===== config.mk =====
export PLATFORM = sky130hd
export DESIGN_NAME = wfts_isqrt
export DESIGN_NICKNAME = d
export VERILOG_FILES = /design/src/hdl/wfts_pkg.sv /design/src/hdl/wfts_isqrt.sv
export SDC_FILE = /design/constraint.sdc
export NUM_CORES = 1
export LEC_CHECK = 0
export ABC_AREA = 1
export BUFFER_PORTS_ARGS = -buffer_cell sky130_fd_sc_hd__buf_2
export CAP_MARGIN = 20
export CORE_MARGIN = 2
export CORE_UTILIZATION = 45
export CTS_CLUSTER_DIAMETER = 30
export DETAILED_ROUTE_END_ITERATION = 6
export PLACE_DENSITY = 0.71
export SLEW_MARGIN = 20
export SYNTH_ARGS = -nofsm -noshare
export SYNTH_HDL_FRONTEND = slang
export SYNTH_SLANG_ARGS = --single-unit

===== constraint.sdc =====
create_clock -name clk_i -period 4.2 [get_ports clk_i]
set_clock_uncertainty 0.1 [all_clocks]
set_input_delay 1.05 -clock clk_i [delete_from_list [all_inputs] [get_ports clk_i]]
set_output_delay 1.05 -clock clk_i [all_outputs]
set_load 0.02 [all_outputs]

===== src/hdl/wfts_pkg.sv =====
// ----------------------------------------------------------------------------
// Frame-time statistics package
// Shared widths, defaults, the sequencer state type and the status type of
// the iterative arithmetic units.
// ----------------------------------------------------------------------------
package wfts_pkg;

  localparam int unsigned SAMPLE_W       = 20;
  localparam int unsigned COUNT_OUT_W    = 8;
  localparam int unsigned RING_DEPTH_DEF = 128;
  localparam int unsigned MIN_HITCH_CNT  = 10;
  localparam int unsigned ROOT_W         = SAMPLE_W;
  localparam int unsigned VAR_W          = 2 * ROOT_W;

  typedef enum logic [3:0] {
    ST_IDLE,
    ST_EVICT,
    ST_SQ_NEW,
    ST_SQ_OLD,
    ST_MUL_LO,
    ST_MUL_HI,
    ST_MUL_SS,
    ST_MUL_NN,
    ST_DIV_MEAN,
    ST_DIV_VAR,
    ST_SQRT,
    ST_FINISH
  } wfts_state_e;

  typedef struct packed {
    logic busy;
    logic done;
  } wfts_unit_sts_t;

endpackage


===== src/hdl/wfts_isqrt.sv =====
// ----------------------------------------------------------------------------
// Iterative integer square root
// Digit-by-digit root, two radicand bits and one root bit per cycle. The done
// flag stays high from the last step until the next start.
// ----------------------------------------------------------------------------
module wfts_isqrt (
  input  logic                           clk_i,
  input  logic                           rst_ni,
  input  logic                           start_i,
  input  logic [wfts_pkg::VAR_W-1:0]     radicand_i,
  output logic [wfts_pkg::ROOT_W-1:0]    root_o,
  output wfts_pkg::wfts_unit_sts_t       sts_o
);

  localparam int unsigned RW     = wfts_pkg::ROOT_W;
  localparam int unsigned VW     = wfts_pkg::VAR_W;
  localparam int unsigned STEP_W = $clog2(RW + 1);

  logic              busy_q;
  logic              done_q;
  logic [STEP_W-1:0] step_q;
  logic [VW-1:0]     rad_q;
  logic [RW:0]       rem_q;
  logic [RW-1:0]     root_q;

  logic [RW+1:0]     rem_sh;
  logic [RW+1:0]     trial;
  logic [RW+1:0]     rem_nx;
  logic              fits;

  assign rem_sh = {rem_q[RW-1:0], rad_q[VW-1:VW-2]};
  assign trial  = {root_q, 2'b01};
  assign fits   = rem_sh >= trial;
  assign rem_nx = fits ? (rem_sh - trial) : rem_sh;

  always_ff @(posedge clk_i or negedge rst_ni) begin
    if (!rst_ni) begin
      busy_q <= 1'b0;
      done_q <= 1'b0;
      step_q <= '0;
    end else if (start_i) begin
      busy_q <= 1'b1;
      done_q <= 1'b0;
      step_q <= STEP_W'(RW);
    end else if (busy_q) begin
      step_q <= step_q - STEP_W'(1);
      if (step_q == STEP_W'(1)) begin
        busy_q <= 1'b0;
        done_q <= 1'b1;
      end
    end
  end

  always_ff @(posedge clk_i) begin
    if (start_i) begin
      rad_q  <= radicand_i;
      rem_q  <= '0;
      root_q <= '0;
    end else if (busy_q) begin
      rad_q  <= {rad_q[VW-3:0], 2'b00};
      rem_q  <= rem_nx[RW:0];
      root_q <= {root_q[RW-2:0], fits};
    end
  end

  assign root_o     = root_q;
  assign sts_o.busy = busy_q;
  assign sts_o.done = done_q;

endmodule


# == Word-level counts from Yosys, hierarchy flattened ==
# Cells that the tools add are included.
# word_totals
reg_bits,87
latchBits,0
ram_bits,0
mem_bits_ro,0
in_bits,43
word_cells,24
n_memories,0
# op_classes
n_addsub,2
n_mul,0
div,0
n_lt_le_gt_ge,1
n_eq_ne,1
n_shift,0
muxes,11
n_bitwise,0
reduce_logical,3
# ops
operator,n
40-bit 2-to-1 mux,2
22-bit greater-or-equal comparator,1
20-bit 2-to-1 mux,1
20-bit subtractor,1
5-bit 2-to-1 mux,2
1-bit 2-to-1 mux,6
5-bit by 1-bit == test with 1-bit output (second input constant),1
5-bit by 1-bit subtractor with 5-bit output (second input constant),1
2-bit nonzero test,2
2-bit AND reduction,1

# == Depth between registers and ports, before layout ==
# depth
ltp_word,4
mapped_depth,15
depth_no_buf,14

# == Worst setup path after synthesis ==
# Ideal clock, no wire load.
# synth_path
path_kind,input port to flip-flop
from,in start_i
to,"reg rad_q[0], enable pin"
setup_ps,420
t_arrival_ps,2656
setup_slack_ps,1023
cell_stages,4
n_path_buf,2
path_cell_list,buf_4 nor2_1 inv_1 clkbuf_1
# synth_between
elab_chain_len,1
# synth_lines
element,line_no,rtl
start: declaration,wfts_isqrt.sv:9,"input logic start_i,"
2-bit nonzero test (no source line),n/a,
end signal: assignment,wfts_isqrt.sv:56,rad_q <= radicand_i;
end signal: assignment,wfts_isqrt.sv:60,"rad_q <= {rad_q[VW-3:0], 2'b00};"
end: declaration,wfts_isqrt.sv:22,logic [VW-1:0] rad_q;
# Every way passes these cells.
# A chain may end at the register's enable or synchronous reset.

==> out/results.md <==
| Item | Value |
|:---|:---|
| Run status | complete, no violations |
| Sum of net half-perimeters after detailed placement | 7770 um |
| Layout Area Growth over Synthesis | 12.8% |
| # diodes | 0 |
| Quantity of hold-fixing buffers added after cts | 0 |
| Worst endpoint required time | 4.36 ns |
| FILL cells | 1,057 |
| Sequential area share after synthesis | 43.8% |
| Antenna violations before repair | 0 |
| Slowest Stage Delay on Critical Path | 0.67 ns |
| Sequential share of power | 31.9% |
| Total DRC errors in the routed layout | 0 |
| Worst rel slew slack | 40.7% |
| Arrival time reported for the critical path endpoint | 2.88 ns |
| Post-synthesis instance area | 4970 um2 |
| Total count of max-transition violations in the final report | 0 |
| Detail-routed via count per cell | 4.83 |
| Residual antenna-violating net count after detailed routing | 0 |
| Static leakage | 2.92 nW |
| CP Max Fanout | 36 |
| Pwr Density | 610 nW/um2 |
| Most common cell in the netlist | sky130_fd_sc_hd__nand2_1 |
| Buffers added on ports | 64 |
| Gate family responsible for the most delay along the worst path | buffers and inverters |
| Placer's final routability congestion estimate | 0.933 |
| Transition time of the tightest slew-check pin | 0.888 ns |
| Period utilization | 64.8% |
| Area of the die | 11,900 um2 |
| Post-synth ARST share | 8.05% |
| Distinct cells, synth | 33 |
| Critical path class | primary input to flip-flop |
| Hold Fails Final Rpt | 0 |
| Multi-input logic area | 2340 um2 |
| Most area-consuming cells after synthesis | sky130_fd_sc_hd__edfxtp_1 (24%), sky130_fd_sc_hd__nand2_1 (21%), sky130_fd_sc_hd__dfxtp_1 (16%), sky130_fd_sc_hd__inv_1 (6.6%), sky130_fd_sc_hd__ha_1 (6.0%) |
| Number of buffers added by the clock tree synthesis step | 9 |
| Total GRT Usage | 18.9% |
| Type of origin of the critical path | primary input |
| Iter 0 DRT Violations | 175 |
| Cell with the most instances on the worst path | sky130_fd_sc_hd__nor2_4 |
| Area share of the leading cell type in the synthesized netlist | 24.2% |
| Switching share of power | 45.3% |
| Setup violators final | 0 |
| Maximum vdd ir drop | 270 uV |
| Final instance area | 5600 um2 |
| Via count | 4,183 |
| Layout cells sized above 1 | 17.5% |
| Wire length of the first global-routing pass | 17,800 um |
| Storage cell area | 2180 um2 |
| Library cell with the largest summed area after synthesis | sky130_fd_sc_hd__edfxtp_1 |
| Cell-internal power | 0.00187 W |
| Number of violations of the max-capacitance limit | 0 |
| Switching pwr | 0.00155 W |
| Clock sink count | 87 |
| Final global-route overflow total | 0 |
| Power after layout | 0.00342 W |
| Kind of end point of the critical path | flip-flop |
| Chip width | 109 um |
| Number of warnings issued by yosys | 0 |
| Final routed wirelength across all metal layers | 10,500 um |
| Worst path setup slack after routing | 1.48 ns |
| Clock period minus final worst setup slack | 2.72 ns |
| Area after DPL | 5410 um2 |
| Flop and latch count out of synthesis | 87 |
| Nets | 788 |
| Clock-pin slew reported for the worst setup and hold paths after clock tree synthesis | 0.09 ns |
| CTS tree | yes |
| Number of enable flip-flop cells after synthesis | 40 |
| Unrepaired setup endpoints after global routing | false |
| Vias in the first global route | 4,103 |
| Worst-path cell chain | buf_2 > buf_4 > nor2_4 > inv_1 > nor2_4 > nand2_1 > nand3_2 |
| Aggregate negative setup slack | 0 ns |
| I/O pin total | 65 |
| Leading cell types by count after synthesis | sky130_fd_sc_hd__nand2_1 (275), sky130_fd_sc_hd__inv_1 (88), sky130_fd_sc_hd__dfxtp_1 (40), sky130_fd_sc_hd__edfxtp_1 (40), sky130_fd_sc_hd__nor2_1 (35) |
| Cell at the root of the clock tree | sky130_fd_sc_hd__clkbuf_8 |
| Post-place setup slack | 1.13 ns |
| Clock network fraction of design power | 16.8% |
| Syn nets | 727 |
| Clock Latency Late Sink | 0.37 ns |
| Slowest stage cell, crit path | sky130_fd_sc_hd__inv_1 |
| Initial core utilization | 46.0% |
| Number of buffers inserted by post-CTS setup repair | 0 |
| HP Class | flip-flop to flip-flop |
| Die height | 109 um |
| Post-synthesis cell count | 660 |
| Fmax | 0.368 GHz |
| Most instantiated flip-flop cell in the synthesis netlist | sky130_fd_sc_hd__edfxtp_1 |
| Initial DRT Pass Iterations | 4 |
| WL/cell | 12.1 um |
| Mapped Avg Cell Area | 7.53 um2 |
| Area of the placeable core | 10,800 um2 |
| # rows | 38 |
| Max Buffers Root-to-Sink | 2 |
| Largest net degree at the start of global routing | 37 |
| Buffer and inverter count on the worst path | 3 |
| Logic pwr share | 51.3% |
| Number of levels in the clock H-tree | 3 |
| Post-CTS sizing | 0 |
## through the flow
step                      util, %  std cells  hold WS [ns]
after global placement       49.9        849         0.344
final                        51.9        866         0.363
after detailed placement     50.1        850         0.353
after CTS                    51.9        866         0.369
after floorplan                 -        660         0.330
after global routing         51.9        866         0.373
## tightest hold or removal path, delay by kind of cell (launching register included)
family / cells / cell delay, ns
flops: 1 / 0.32
simple gates: 2 / 0.10
## area by class of cell
class,instances,share of cell area [%]
tap,140,3.13
clock buffer,9,2.21
multi-input combinational,464,41.8
sequential,87,38.8
inverter,90,6.07
timing repair buffer,69,6.74
clock inverter,7,1.25
## power by group through the flow
stage | combinational (W) | clock, W | sequential (W)
6_report | 0.00175 | 0.000576 | 0.00109
5_1_grt | 0.00201 | 0.000628 | 0.00110
4_1_cts | 0.00176 | 0.000596 | 0.00109
3_5_place_dp | 0.00174 | 0 | 0.00111
3_3_place_gp | 0.00170 | 0 | 0.00110
2_1_floorplan | 0.00143 | 0 | 0.00109
## final timing paths
path	slack, ns	cells after the start	from	endpoint
worst min-delay path	0.36	2	rem_q[19]	rem_q[19]
worst max register to register	1.92	11	root_o[0]	rem_q[14]
max in group asynchronous	3.46	1	rst_ni	step_q[4]
worst min register to register	0.36	2	rem_q[19]	rem_q[19]
worst max-delay path	1.48	7	start_i	rem_q[14]
min in group asynchronous	0.39	1	rst_ni	step_q[2]
## registers in the layout (all words and copies together), names as in the netlist
register  cells
busy_q        1
done_q        1
rad_q        40
rem_q        20
root_o       20
step_q        5
## kinds of logic (layout without fill, tap and decap cells)
family | count (synthesis) | in the layout | synth area share [%]
AND/OR/NAND/NOR | 380 | 380 | 33.1
buffers and inverters | 109 | 175 | 9.09
flip-flops | 87 | 87 | 43.8
AO/OA/AOI/OAI | 48 | 48 | 5.79
adder cells (fa/ha/maj) | 24 | 24 | 6.04
XOR/XNOR | 12 | 12 | 2.12
## cell usage in the layout, fill, tap and decap left out, types with 9 or more instances in the layout
cell / count
sky130_fd_sc_hd__a21oi_1: 14
sky130_fd_sc_hd__buf_2: 64
sky130_fd_sc_hd__clkbuf_8: 9
sky130_fd_sc_hd__dfxtp_1: 40
sky130_fd_sc_hd__edfxtp_1: 40
sky130_fd_sc_hd__ha_1: 24
sky130_fd_sc_hd__inv_1: 87
sky130_fd_sc_hd__nand2_1: 275
sky130_fd_sc_hd__nand2_2: 18
sky130_fd_sc_hd__nand3_1: 25
sky130_fd_sc_hd__nand3_2: 11
sky130_fd_sc_hd__nor2_1: 35
sky130_fd_sc_hd__o21ai_0: 9
sky130_fd_sc_hd__o22ai_1: 20
## layer usage
layer	routed length (um)	part of all wire, %	up-vias	global-route usage [%]
met5	0	0	-	0
met4	198	1.9	0	6.96
met3	537	5.1	18	4.30
met2	4950	47	103	32.3
met1	4830	46	1875	23.3
li1	-	-	2187	-
Note: power is estimated with default switching activity, not from simulation.
