File: config.mk
export PLATFORM = sky130hd
export DESIGN_NAME = wfts_div
export DESIGN_NICKNAME = d
export VERILOG_FILES = /design/src/hdl/wfts_pkg.sv /design/src/hdl/wfts_div.sv
export SDC_FILE = /design/constraint.sdc
export NUM_CORES = 1
export LEC_CHECK = 0
export BUFFER_PORTS_ARGS = -buffer_cell sky130_fd_sc_hd__buf_2
export CORE_MARGIN = 1
export CORE_UTILIZATION = 57
export DETAILED_ROUTE_END_ITERATION = 8
export PLACE_DENSITY = 0.88
export SYNTH_ARGS = -nofsm -noshare
export SYNTH_HDL_FRONTEND = slang
export SYNTH_SLANG_ARGS = --single-unit
File: constraint.sdc
create_clock -name clk_i -period 6.4 [get_ports clk_i]
set_input_delay 0.32 -clock clk_i [delete_from_list [all_inputs] [get_ports clk_i]]
set_output_delay 0.32 -clock clk_i [all_outputs]
set_load 0.03 [all_outputs]
File: src/hdl/wfts_pkg.sv
// ----------------------------------------------------------------------------
// Frame-time statistics package
// Shared widths, defaults, the sequencer state type and the status type of
// the iterative arithmetic units.
// ----------------------------------------------------------------------------
package wfts_pkg;

  localparam int unsigned SAMPLE_W       = 20;
  localparam int unsigned COUNT_OUT_W    = 8;
  localparam int unsigned RING_DEPTH_DEF = 128;
  localparam int unsigned MIN_HITCH_CNT  = 10;
  localparam int unsigned ROOT_W         = SAMPLE_W;
  localparam int unsigned VAR_W          = 2 * ROOT_W;

  typedef enum logic [3:0] {
    ST_IDLE,
    ST_EVICT,
    ST_SQ_NEW,
    ST_SQ_OLD,
    ST_MUL_LO,
    ST_MUL_HI,
    ST_MUL_SS,
    ST_MUL_NN,
    ST_DIV_MEAN,
    ST_DIV_VAR,
    ST_SQRT,
    ST_FINISH
  } wfts_state_e;

  typedef struct packed {
    logic busy;
    logic done;
  } wfts_unit_sts_t;

endpackage

File: src/hdl/wfts_div.sv
// ----------------------------------------------------------------------------
// Iterative unsigned divider
// Restoring shift-and-subtract divider, one quotient bit per cycle. The done
// flag stays high from the last step until the next start.
// ----------------------------------------------------------------------------
module wfts_div #(
  parameter int unsigned DVD_W = 56,
  parameter int unsigned DVS_W = 16
) (
  input  logic                   clk_i,
  input  logic                   rst_ni,
  input  logic                   start_i,
  input  logic [DVD_W-1:0]       dividend_i,
  input  logic [DVS_W-1:0]       divisor_i,
  output logic [DVD_W-1:0]       quotient_o,
  output wfts_pkg::wfts_unit_sts_t sts_o
);

  localparam int unsigned STEP_W = $clog2(DVD_W + 1);

  logic              busy_q;
  logic              done_q;
  logic [STEP_W-1:0] step_q;
  logic [DVD_W-1:0]  quo_q;
  logic [DVS_W-1:0]  rem_q;
  logic [DVS_W-1:0]  dvs_q;

  logic [DVS_W:0]    rem_sh;
  logic [DVS_W:0]    rem_nx;
  logic              fits;

  assign rem_sh = {rem_q, quo_q[DVD_W-1]};
  assign fits   = rem_sh >= {1'b0, dvs_q};
  assign rem_nx = fits ? (rem_sh - {1'b0, dvs_q}) : rem_sh;

  always_ff @(posedge clk_i or negedge rst_ni) begin
    if (!rst_ni) begin
      busy_q <= 1'b0;
      done_q <= 1'b0;
      step_q <= '0;
    end else if (start_i) begin
      busy_q <= 1'b1;
      done_q <= 1'b0;
      step_q <= STEP_W'(DVD_W);
    end else if (busy_q) begin
      step_q <= step_q - STEP_W'(1);
      if (step_q == STEP_W'(1)) begin
        busy_q <= 1'b0;
        done_q <= 1'b1;
      end
    end
  end

  always_ff @(posedge clk_i) begin
    if (start_i) begin
      quo_q <= dividend_i;
      rem_q <= '0;
      dvs_q <= divisor_i;
    end else if (busy_q) begin
      quo_q <= {quo_q[DVD_W-2:0], fits};
      rem_q <= rem_nx[DVS_W-1:0];
    end
  end

  assign quotient_o = quo_q;
  assign sts_o.busy = busy_q;
  assign sts_o.done = done_q;

endmodule

**Word-level counts from Yosys, hierarchy flattened**

Cells that the tools add are included.

- Flip-flop bits (word level): 96

- Mux-type cells: 11
- $lt $le $gt $ge: 1
- Reductions and logical operators: 3
- $add $sub $neg: 2
- Equal/unequal tests: 1

Operators by type and width:

| kind | number |
|---|---|
| $mux W56 | 2 |
| $ge A17 B16 Y1 | 1 |
| $mux W16 | 1 |
| $sub A16 B16 Y16 | 1 |
| $mux W6 | 2 |
| $eq A6 B1 Y1 const B | 1 |
| $mux W1 | 6 |
| $sub A6 B1 Y6 const B | 1 |
| $reduce_bool A2 Y1 | 2 |
| $reduce_and A2 Y1 | 1 |

**Logic depth before layout (Yosys ltp)**

Gate-level depths: netlist of the first run.

- Depth in word-level cells: 4
- Mapped depth: 10
- Depth with buffers taken out: 10

**Least setup slack after synthesis of the first run**

No wires, ideal clock.

- Path type: input to register
- Start point: input start_i
- End point: register quo_q[0] (netlist: quotient_o[0]) (enable)
- Arrival: 2125 ps
- Setup slack: 3865 ps
- Buffers on the path: 2
- Cell stages on the path: 4
- Path through: clkbuf_1 -> clkbuf_1 -> nor2_1 -> inv_1

- Word-level cells in the longest chain between the ends: 1

Ends and longest elaborated chain:

| element | RTL line | source |
|---|---|---|
| from (decl) | wfts_div.sv:12 | `input logic start_i,` |
| $reduce_bool A2 Y1 (no source line) | -- |  |
| to (signal assigned) | wfts_div.sv:56 | `quo_q <= dividend_i;` |
| to (signal assigned) | wfts_div.sv:60 | `quo_q <= {quo_q[DVD_W-2:0], fits};` |
| to (decl) | wfts_div.sv:24 | `logic [DVD_W-1:0] quo_q;` |

Every way passes these cells.
A chain may end at the register's enable or synchronous reset.

**Worst setup path after layout of the first run**

- Start point: register dvs_q[8]
- End point: register rem_q[5]

- Word-level cells in the longest chain between the ends: 2

Ends and longest elaborated chain:

| element | RTL line | source |
|---|---|---|
| from (decl) | wfts_div.sv:26 | `logic [DVS_W-1:0] dvs_q;` |
| from (signal assigned) | wfts_div.sv:58 | `dvs_q <= divisor_i;` |
| $ge A17 B16 Y1 | wfts_div.sv:33 | `assign fits = rem_sh >= {1'b0, dvs_q};` |
| $mux W16 | wfts_div.sv:34 | `assign rem_nx = fits ? (rem_sh - {1'b0, dvs_q}) : rem_sh;` |
| to (signal assigned) | wfts_div.sv:61 | `rem_q <= rem_nx[DVS_W-1:0];` |
| to (decl) | wfts_div.sv:25 | `logic [DVS_W-1:0] rem_q;` |

Every way passes these cells.

==> results of run 1 <==
critical path, cell delays in order, from the launching register on:
cell	delay, ns
edfxtp_1	0.34
inv_1	0.04
ha_1	0.36
nand4_1	0.16
nor4_1	0.07
a2111o_1	0.43
o21bai_2	0.87
mux2i_1	0.23
a211oi_1	0.29
worst min-delay path by stage:
stage               cells after the start   endpoint          start  slack, ns
floorplan                               0     busy_q         rst_ni       0.02
global placement                        1  step_q[5]         rst_ni       0.17
detailed placement                      1  step_q[5]         rst_ni       0.17
CTS                                     1  dvs_q[15]  divisor_i[15]       0.11
global route                            1  dvs_q[15]  divisor_i[15]       0.10
finish                                  1  dvs_q[15]  divisor_i[15]       0.12
sequential cells by signal (all words and copies together), names as in the netlist:
signal and count:
quotient_o 56, dvs_q 16, rem_q 16, step_q 6, busy_q 1, done_q 1
cells by family (layout without fill, tap and decap cells):
| family | after synthesis | in the layout | share of synthesized area, % |
|---|---|---|---|
| compound gates | 60 | 60 | 9.11 |
| xor+xnor | 14 | 14 | 2.57 |
| fa+ha+maj | 19 | 19 | 5.13 |
| buf+inv | 39 | 173 | 3.54 |
| flops | 96 | 96 | 56.2 |
| mux | 67 | 67 | 15.5 |
| simple gates | 78 | 78 | 8.02 |
layout by cell type (no fill, tap or decap), types with 6 or more instances in the layout:
cell      Yosys  final
o21ai_1       6      6
xnor2_1       9      9
ha_1         18     18
mux2i_1      12     12
a211oi_1     10     10
dfrtp_1       8      8
buf_2         0    131
nand2_1      21     21
nor2_1       29     29
edfxtp_1     72     72
mux2_2       55     55
inv_1        23     22
a21oi_1      10     10
clkbuf_8      0      9
dfxtp_1      16     16
where the power goes:
| group | switching [mW] | internal [mW] |
|---|---|---|
| Clock | 0.217 | 0.181 |
| Sequential | 0.0303 | 0.728 |
| Combinational | 0.157 | 0.105 |
| Total | 0.404 | 1.01 |
final cells by class:
class,count,area (sq um)
fill,586,2470
timing repair buffer,135,688
inverter,23,86.3
multi-input combinational,238,1930
clock buffer,9,124
sequential,96,2680
clock inverter,6,67.6
tap,105,131
cell usage after synthesis, types with 9 or more instances:
cell type / instances / share of area [%]
a211oi_1: 10 / 1.6
a21oi_1: 10 / 1.0
clkbuf_1: 12 / 0.94
dfxtp_1: 16 / 6.7
edfxtp_1: 72 / 45
ha_1: 18 / 4.7
inv_1: 23 / 1.8
mux2_2: 55 / 13
mux2i_1: 12 / 2.5
nand2_1: 21 / 1.7
nor2_1: 29 / 2.3
xnor2_1: 9 / 1.7
layer usage:
metal | up-vias | track usage [%]
met2 | 120 | 40.0
met4 | 0 | 8.72
met3 | 23 | 9.11
met1 | 1593 | 27.9
li1 | 1643 | -
met5 | - | 0
repair_timing:
action,4_1_cts,5_1_grt
hold endpoints to repair,8,0
setup endpoints to repair,0,0
hold buffers,1,0
==> results.ini, run 1 <==
[run_status]
status = completed

[timing]
rsz0062_at_grt = false
hold_violations = 0
fin_skew_ns = 0.0150
finalSetupViolCount = 0
whs_ns = 0.116
period_share_pct = 45.2
tightest_slew_ns = 1.13
max_slew_margin_pct = 24.3
drv_slew = 0
period_minus_slack_ns = 2.89
setup_slack_ns = 3.51
fin_setup_tns_ns = 0
clock.fmax_mhz = 345

[worst_setup_path]
critPathMaxFanout = 21
arrival_ns = 3.16
startpoint = dvs_q[8]
required_ns = 6.67
r2r_start = dvs_q[8]
reg2reg_depth = 8
crit_path_end_kind = register
r2r_end = rem_q[5]
reg2reg_slack_ns = 3.51
crit_end = rem_q[5]
cp-start-kind = register
path_class = register to register

[placement]
portBuffers = 132
placed_cells = 596
hpwlAfterDp_mm = 7.06
pre_cts_ws_ns = 3.59
place_congestion = 0.936
placed_area_sq_um = 5500

[route]
wl_met3_microns = 750
drt-wirelength-per-cell_microns = 16.3
drt_iter0_drc = 154
top_layer_used = met4
ant_nets = 0
vias_per_cell = 5.52
wl_mm = 9.95
first_pass_iters = 4
num_vias = 3379
dr_wl_met2_mm = 4.91
wl_met1_mm = 4.09
drc = 0

[power_and_ir_drop]
irDropWorstVdd_v = 0.000185
p_leak_nw = 2.53
power_density_nw_per_um2 = 249
power_mw = 1.42

[synthesis]
synth_area_per_cell_sq_um = 12.8
yosysWarnings = 0
synthArstFlopShare_pct = 8.33
yosys_register_bits = 96
netlist_area_sq_um = 4780
ys_seq_area_share_pct = 56.2
synth_cell_type_count = 54
synth_ff_type = edfxtp_1
syn-num-nets = 467
synth-edff-count = 72
synthCells = 373

[layout]
antenna_cells = 0
area_delta_synth_final_pct = 19.4
nets = 597
final_cell_count_no_fill = 612
drive_above_1_share_pct = 42.0
final_core_util_pct = 69.8
design_area_sq_um = 5710

[die]
die_w_microns = 93.5
dieArea_sq_um = 8750
rows = 33
initial_core_util_pct = 58.4
ios = 133
die_height_microns = 93.5
core_area_sq_um = 8180

[cts]
cts-root-buf = clkbuf_8
h-tree-depth = 3
clk_latency_ns = 0.37
cts_max_path_buffers = 2
cts.sinks = 96
clk_pin_slew_ns = 0.10
cts_buffers = 9
cts_tree = done
cts_setup_buffers = 0
cts_resized = 0

[run]
max-cap-violations = 0

[global_routing]
grt_pass1_wl_mm = 15.8
grt_max_degree = 69
grt_overflow_total = 0
grt_use_total_pct = 23.9
grt_pass1_vias = 3361
grt_antenna_before_repair = 0

[min_path]
min_path_type = input port to register

Note: power is estimated with default switching activity, not from simulation.
==> inputs of run 2 (changes only) <==
- CORE_UTILIZATION: 57 -> 53
- PLACE_DENSITY: 0.88 -> 0.83
- clock period: 6.4 -> 2.95 ns (I/O delays scaled with it)
==> run 2 against run 1 <==
  * Wire length rose by 2.8%
  * Die area is 7.4% higher
  * Clock-buffer cell count is the same
  * Maximum frequency up 4.0%
  * Largest power group unchanged
==> results.ini, run 2 (synthesized netlist as in run 1, its figures left out) <==
[run_status]
status = completed  ; unchanged

[cts]
cts_resized = 0  ; unchanged
cts_setup_buffers = 0  ; unchanged
clk_latency_ns = 0.36  ; was 0.37 ns
cts_buffers = 9  ; unchanged
cts-root-buf = clkbuf_8  ; unchanged
cts_max_path_buffers = 2  ; unchanged
holdBufCountCts = 17  ; was 1
cts.sinks = 96  ; unchanged
clk_pin_slew_ns = 0.10  ; about the same
cts_tree = done  ; unchanged
h-tree-depth = 3  ; unchanged

[die]
ios = 133  ; unchanged
core_area_sq_um = 8720  ; was 8180 sq um
die_w_microns = 96.9  ; was 93.5 microns
initial_core_util_pct = 54.8  ; was 58.4%
rows = 34  ; was 33
die_height_microns = 96.9  ; was 93.5 microns
dieArea_sq_um = 9400  ; was 8750 sq um

[power_and_ir_drop]
irDropWorstVdd_v = 0.000304  ; was 0.000185 V
seqPwrFrac_pct = 52.4  ; was 53.4%
p_sw_mw = 0.910  ; was 0.404 mW
p_leak_nw = 2.62  ; was 2.53 nW
power_density_nw_per_um2 = 530  ; was 249 nW/um^2
p_int_mw = 2.22  ; was 1.01 mW
sw_frac_of_total_pct = 29.0  ; was 28.5%
power_frac_clock_pct = 28.8  ; was 28.1%
p_comb_share_pct = 18.7  ; was 18.5%

[global_routing]
grt_pass1_vias = 3542  ; was 3,361
grt_overflow_total = 0  ; unchanged
grt_antenna_before_repair = 0  ; unchanged
grt_use_total_pct = 22.3  ; was 23.9%
grt_pass1_wl_mm = 16.8  ; was 15.8 mm
grt_max_degree = 60  ; was 69

[worst_setup_path]
arrival_ns = 3.01  ; was 3.16 ns
required_ns = 3.18  ; was 6.67 ns
crit_chain = ha_1 -> a21o_1 -> a2111o_1 -> o21bai_2 -> buf_4 -> mux2i_1 -> a211oi_1  ; was inv_1 -> ha_1 -> nand4_1 -> nor4_1 -> a2111o_1 -> o21bai_2 -> mux2i_1 -> a211oi_1
cp_slowest_cell = o21bai_2  ; unchanged
critPathMaxFanout = 15  ; was 21
path_class = register to register  ; unchanged
cp-start-kind = register  ; unchanged
reg2reg_slack_ns = 0.17  ; was 3.51 ns
cp_slowest_stage_delay_ns = 0.65  ; was 0.87 ns
crit_path_end_kind = register  ; unchanged

[timing]
fin_skew_ns = 0.0109  ; was 0.0150 ns
max_slew_margin_pct = 48.4  ; was 24.3%
finalSetupViolCount = 0  ; unchanged
rsz0062_at_grt = false  ; unchanged
period_share_pct = 94.4  ; was 45.2%
clock.fmax_mhz = 359  ; was 345 MHz
hold_violations = 0  ; unchanged
period_minus_slack_ns = 2.78  ; was 2.89 ns
setup_slack_ns = 0.166  ; was 3.51 ns
fin_setup_tns_ns = 0  ; unchanged
whs_ns = 0.0731  ; was 0.116 ns
tightest_slew_ns = 0.774  ; was 1.13 ns
drv_slew = 0  ; unchanged

[layout]
multi_input_area_sq_um = 1930  ; unchanged
fill_cells = 647  ; was 586
ff_latch_area_sq_um = 2680  ; unchanged
nets = 615  ; was 597
drive_above_1_share_pct = 40.9  ; was 42.0%
area_delta_synth_final_pct = 23.9  ; was 19.4%
antenna_cells = 0  ; unchanged
final_common_cell = buf_2  ; unchanged
final_cell_mix = 131 x buf_2, 72 x edfxtp_1, 55 x mux2_2, 29 x nor2_1, 22 x inv_1  ; unchanged
largest_reg_flops = 56  ; unchanged

[route]
first_pass_iters = 4  ; unchanged
vias_per_cell = 5.46  ; was 5.52
drt-wirelength-per-cell_microns = 16.1  ; was 16.3 microns
drt_iter0_drc = 124  ; was 154
num_vias = 3463  ; was 3,379
wl_mm = 10.2  ; was 9.95 mm
ant_nets = 0  ; unchanged
drc = 0  ; unchanged

[placement]
portBuffers = 132  ; unchanged
place_congestion = 0.894  ; was 0.936
hpwlAfterDp_mm = 7.31  ; was 7.06 mm
pre_cts_ws_ns = 0.158  ; was 3.59 ns

[run]
max-cap-violations = 0  ; unchanged

[min_path]
min_path_type = input port to register  ; unchanged

run 2: per-layer routing:
layer  track usage, %  vias up  share of wire [%]
met2             36.5      119                 48
met3             4.91       24                5.7
met4             10.7        0                2.7
met5                0        -                  0
li1                 -     1677                  -
met1             28.2     1643                 44
run 2: metrics by stage:
step	power (mW)	std cells	util, %	cell area, sq um
6_report	3.13	634	67.9	5920
4_1_cts	3.16	634	67.9	5920
3_3_place_gp	2.22	601	63.6	5550
2_1_floorplan	2.05	373	-	4780
5_1_grt	3.25	634	67.9	5920
3_5_place_dp	2.24	601	63.6	5550
run 2: worst max-delay path, delay by kind of cell, from the launching register on:
family / cells / cell delay [ns]
AO/OA/AOI/OAI: 4 / 1.42
adder cells (fa/ha/maj): 1 / 0.36
buffers and inverters: 1 / 0.30
flip-flops: 1 / 0.34
multiplexers: 1 / 0.23
run 2: area by class of cell:
class	instances	area share, %
Clock buffer	9	2.09
Timing Repair Buffer	153	15.0
Tap cell	108	2.28
Multi-Input combinational cell	238	32.5
Inverter	23	1.46
Sequential cell	96	45.3
Clock inverter	7	1.29
run 2: worst paths after layout:
path	startpoint	end	depth (start not counted)
setup / recovery	rem_q[13]	rem_q[11]	7
hold / removal	dividend_i[0]	quotient_o[0]	3
setup reg to reg	rem_q[13]	rem_q[11]	7
hold reg to reg	rem_q[10]	rem_q[10]	2
max in group asynchronous	rst_ni	step_q[1]	2
min in group asynchronous	rst_ni	step_q[5]	2
run 2: power groups by stage:
stage	Sequential [mW]	Clock, mW	Combinational [mW]
CTS	1.64	0.925	0.589
global placement	1.67	0	0.555
finish	1.64	0.904	0.587
floorplan	1.83	0	0.226
detailed placement	1.67	0	0.569
global route	1.66	0.969	0.627
==> inputs of run 3 (changes only) <==
==> constraint.sdc (replaced) <==
create_clock -name clk_i -period 2.95 [get_ports clk_i]
set_input_delay 0.4425 -clock clk_i [delete_from_list [all_inputs] [get_ports clk_i]]
set_output_delay 0.4425 -clock clk_i [all_outputs]
set_load 0.03 [all_outputs]
==> run 3 against run 2 <==
  * Utilization down 2.2 points
  * Clock power is 9.3% lower
  * Final cell count fell by 2.5%
  * Wire length shrank 2.4%
  * Maximum frequency up 2.2%
  * Sequential cell count is the same
  * Global-route usage shrank 0.66 points
  * Critical endpoint is now rem_q[8]
  * Largest cell class unchanged
  * Largest power group unchanged
==> results.ini, run 3 (synthesized netlist as in run 1, its figures left out) <==
[route]
first_pass_iters = 4  ; unchanged
vias_per_cell = 5.41  ; was 5.46
drt-wirelength-per-cell_microns = 16.2  ; was 16.1 microns
drt_iter0_drc = 115  ; was 124
ant_nets = 0  ; unchanged
num_vias = 3345  ; was 3,463
wl_mm = 9.99  ; was 10.2 mm
drc = 0  ; unchanged

[worst_setup_path]
path_class = register to register  ; unchanged
crit_path_end_kind = register  ; unchanged
critPathMaxFanout = 15  ; unchanged
arrival_ns = 2.98  ; was 3.01 ns
required_ns = 3.21  ; was 3.18 ns
cp-start-kind = register  ; unchanged

[die]
dieArea_sq_um = 9400  ; unchanged
core_area_sq_um = 8720  ; unchanged
initial_core_util_pct = 54.8  ; unchanged
ios = 133  ; unchanged
die_w_microns = 96.9  ; unchanged
rows = 34  ; unchanged
die_height_microns = 96.9  ; unchanged

[power_and_ir_drop]
power_frac_clock_pct = 27.0  ; was 28.8%
sw_frac_of_total_pct = 29.0  ; about the same
p_comb_share_pct = 18.7  ; about the same
power_density_nw_per_um2 = 529  ; was 530 nW/um^2
p_int_mw = 2.15  ; was 2.22 mW
p_leak_nw = 2.54  ; was 2.62 nW
seqPwrFrac_pct = 54.3  ; was 52.4%
p_sw_mw = 0.879  ; was 0.910 mW
irDropWorstVdd_v = 0.000290  ; was 0.000304 V

[cts]
cts-root-buf = clkbuf_8  ; unchanged
holdBufCountCts = 1  ; was 17
clk_pin_slew_ns = 0.10  ; about the same
cts_max_path_buffers = 2  ; unchanged
cts_resized = 0  ; unchanged
cts.sinks = 96  ; unchanged
h-tree-depth = 3  ; unchanged
cts_buffers = 9  ; unchanged
cts_setup_buffers = 0  ; unchanged
cts_tree = done  ; unchanged
clk_latency_ns = 0.35  ; was 0.36 ns

[placement]
portBuffers = 132  ; unchanged
placed_cells = 601  ; unchanged
hpwlAfterDp_mm = 7.28  ; was 7.31 mm
place_congestion = 0.844  ; was 0.894

[layout]
fill_cells = 662  ; was 647
final_cell_mix = 131 x buf_2, 72 x edfxtp_1, 55 x mux2_2, 29 x nor2_1, 22 x inv_1  ; unchanged
final_cell_count_no_fill = 618  ; was 634
antenna_cells = 0  ; unchanged
area_delta_synth_final_pct = 19.9  ; was 23.9%
final_common_cell = buf_2  ; unchanged
largest_reg_flops = 56  ; unchanged
drive_above_1_share_pct = 42.0  ; was 40.9%
nets = 599  ; was 615

[timing]
tightest_slew_ns = 0.747  ; was 0.774 ns
drv_slew = 0  ; unchanged
fin_setup_tns_ns = 0  ; unchanged
fin_skew_ns = 0.0133  ; was 0.0109 ns
max_slew_margin_pct = 50.2  ; was 48.4%
clock.fmax_mhz = 367  ; was 359 MHz
period_share_pct = 92.3  ; was 94.4%
hold_violations = 0  ; unchanged
period_minus_slack_ns = 2.72  ; was 2.78 ns
finalSetupViolCount = 0  ; unchanged
rsz0062_at_grt = false  ; unchanged

[run_status]
status = completed  ; unchanged

[run]
max-cap-violations = 0  ; unchanged

[global_routing]
grt_use_total_pct = 21.7  ; was 22.3%
grt_pass1_wl_mm = 16.2  ; was 16.8 mm
busiest_layer = met2  ; unchanged
grt_max_degree = 69  ; was 60
grt_overflow_total = 0  ; unchanged
grt_pass1_vias = 3313  ; was 3,542
met2_usage_pct = 36.0  ; was 36.5%
grtUsageMet3_pct = 5.49  ; was 4.91%
grt_antenna_before_repair = 0  ; unchanged
use_met1_pct = 28.1  ; was 28.2%

[min_path]
min_path_type = input port to register  ; unchanged

==> run 3: layer usage <==
layer | vias up | wire length, microns
met2 | 109 | 4970
met5 | - | 0
met4 | 0 | 93
met1 | 1580 | 4370
li1 | 1650 | -
met3 | 6 | 560
==> run 3: worst max-delay path, cell delays in order (launching register included) <==
cell and delay, ns:
dfxtp_1 0.34, ha_1 0.39, nand4_1 0.16, nor4_1 0.08, a2111o_1 0.42, o21bai_2 0.63
buf_4 0.29, mux2i_1 0.09, a211oi_1 0.24
==> run 3: stage by stage <==
step	utilization (%)	setup WS [ns]	area [sq um]	total power [mW]	hold slack, ns
after global placement	63.5	0.306	5540	2.22	0.290
final	65.7	0.226	5730	3.03	0.258
after CTS	65.7	0.232	5730	3.06	0.245
after global routing	65.7	0.0251	5730	3.16	0.232
after detailed placement	63.5	0.234	5540	2.24	0.295
after floorplan	-	0.293	4780	2.05	0.147
==> run 3: final timing paths <==
kind                        endpoint  slack, ns  depth (start not counted)          from
min in group asynchronous  step_q[2]       0.45                          2        rst_ni
min                         dvs_q[2]       0.26                          1  divisor_i[2]
max reg2reg                 rem_q[8]       0.23                          8      rem_q[7]
max                         rem_q[8]       0.23                          8      rem_q[7]
max in group asynchronous  step_q[1]       2.33                          2        rst_ni
min reg2reg                rem_q[10]       0.49                          2     rem_q[10]
==> run 3: layout make-up <==
class,count,area [sq um],area share (%)
Clock inverter,4,37.5,0.655
Sequential cell,96,2680,46.8
Timing Repair Buffer,137,716,12.5
Multi-Input combinational cell,238,1930,33.6
Clock buffer,12,145,2.53
Inverter,23,86.3,1.51
Tap cell,108,135,2.36
==> run 3: power groups by stage <==
stage                     registers [mW]  logic [mW]  clock network [mW]
final                               1.64       0.567               0.820
after floorplan                     1.83       0.226                   0
after CTS                           1.65       0.571               0.841
after global placement              1.67       0.556                   0
after global routing                1.66       0.610               0.886
after detailed placement            1.67       0.569                   0
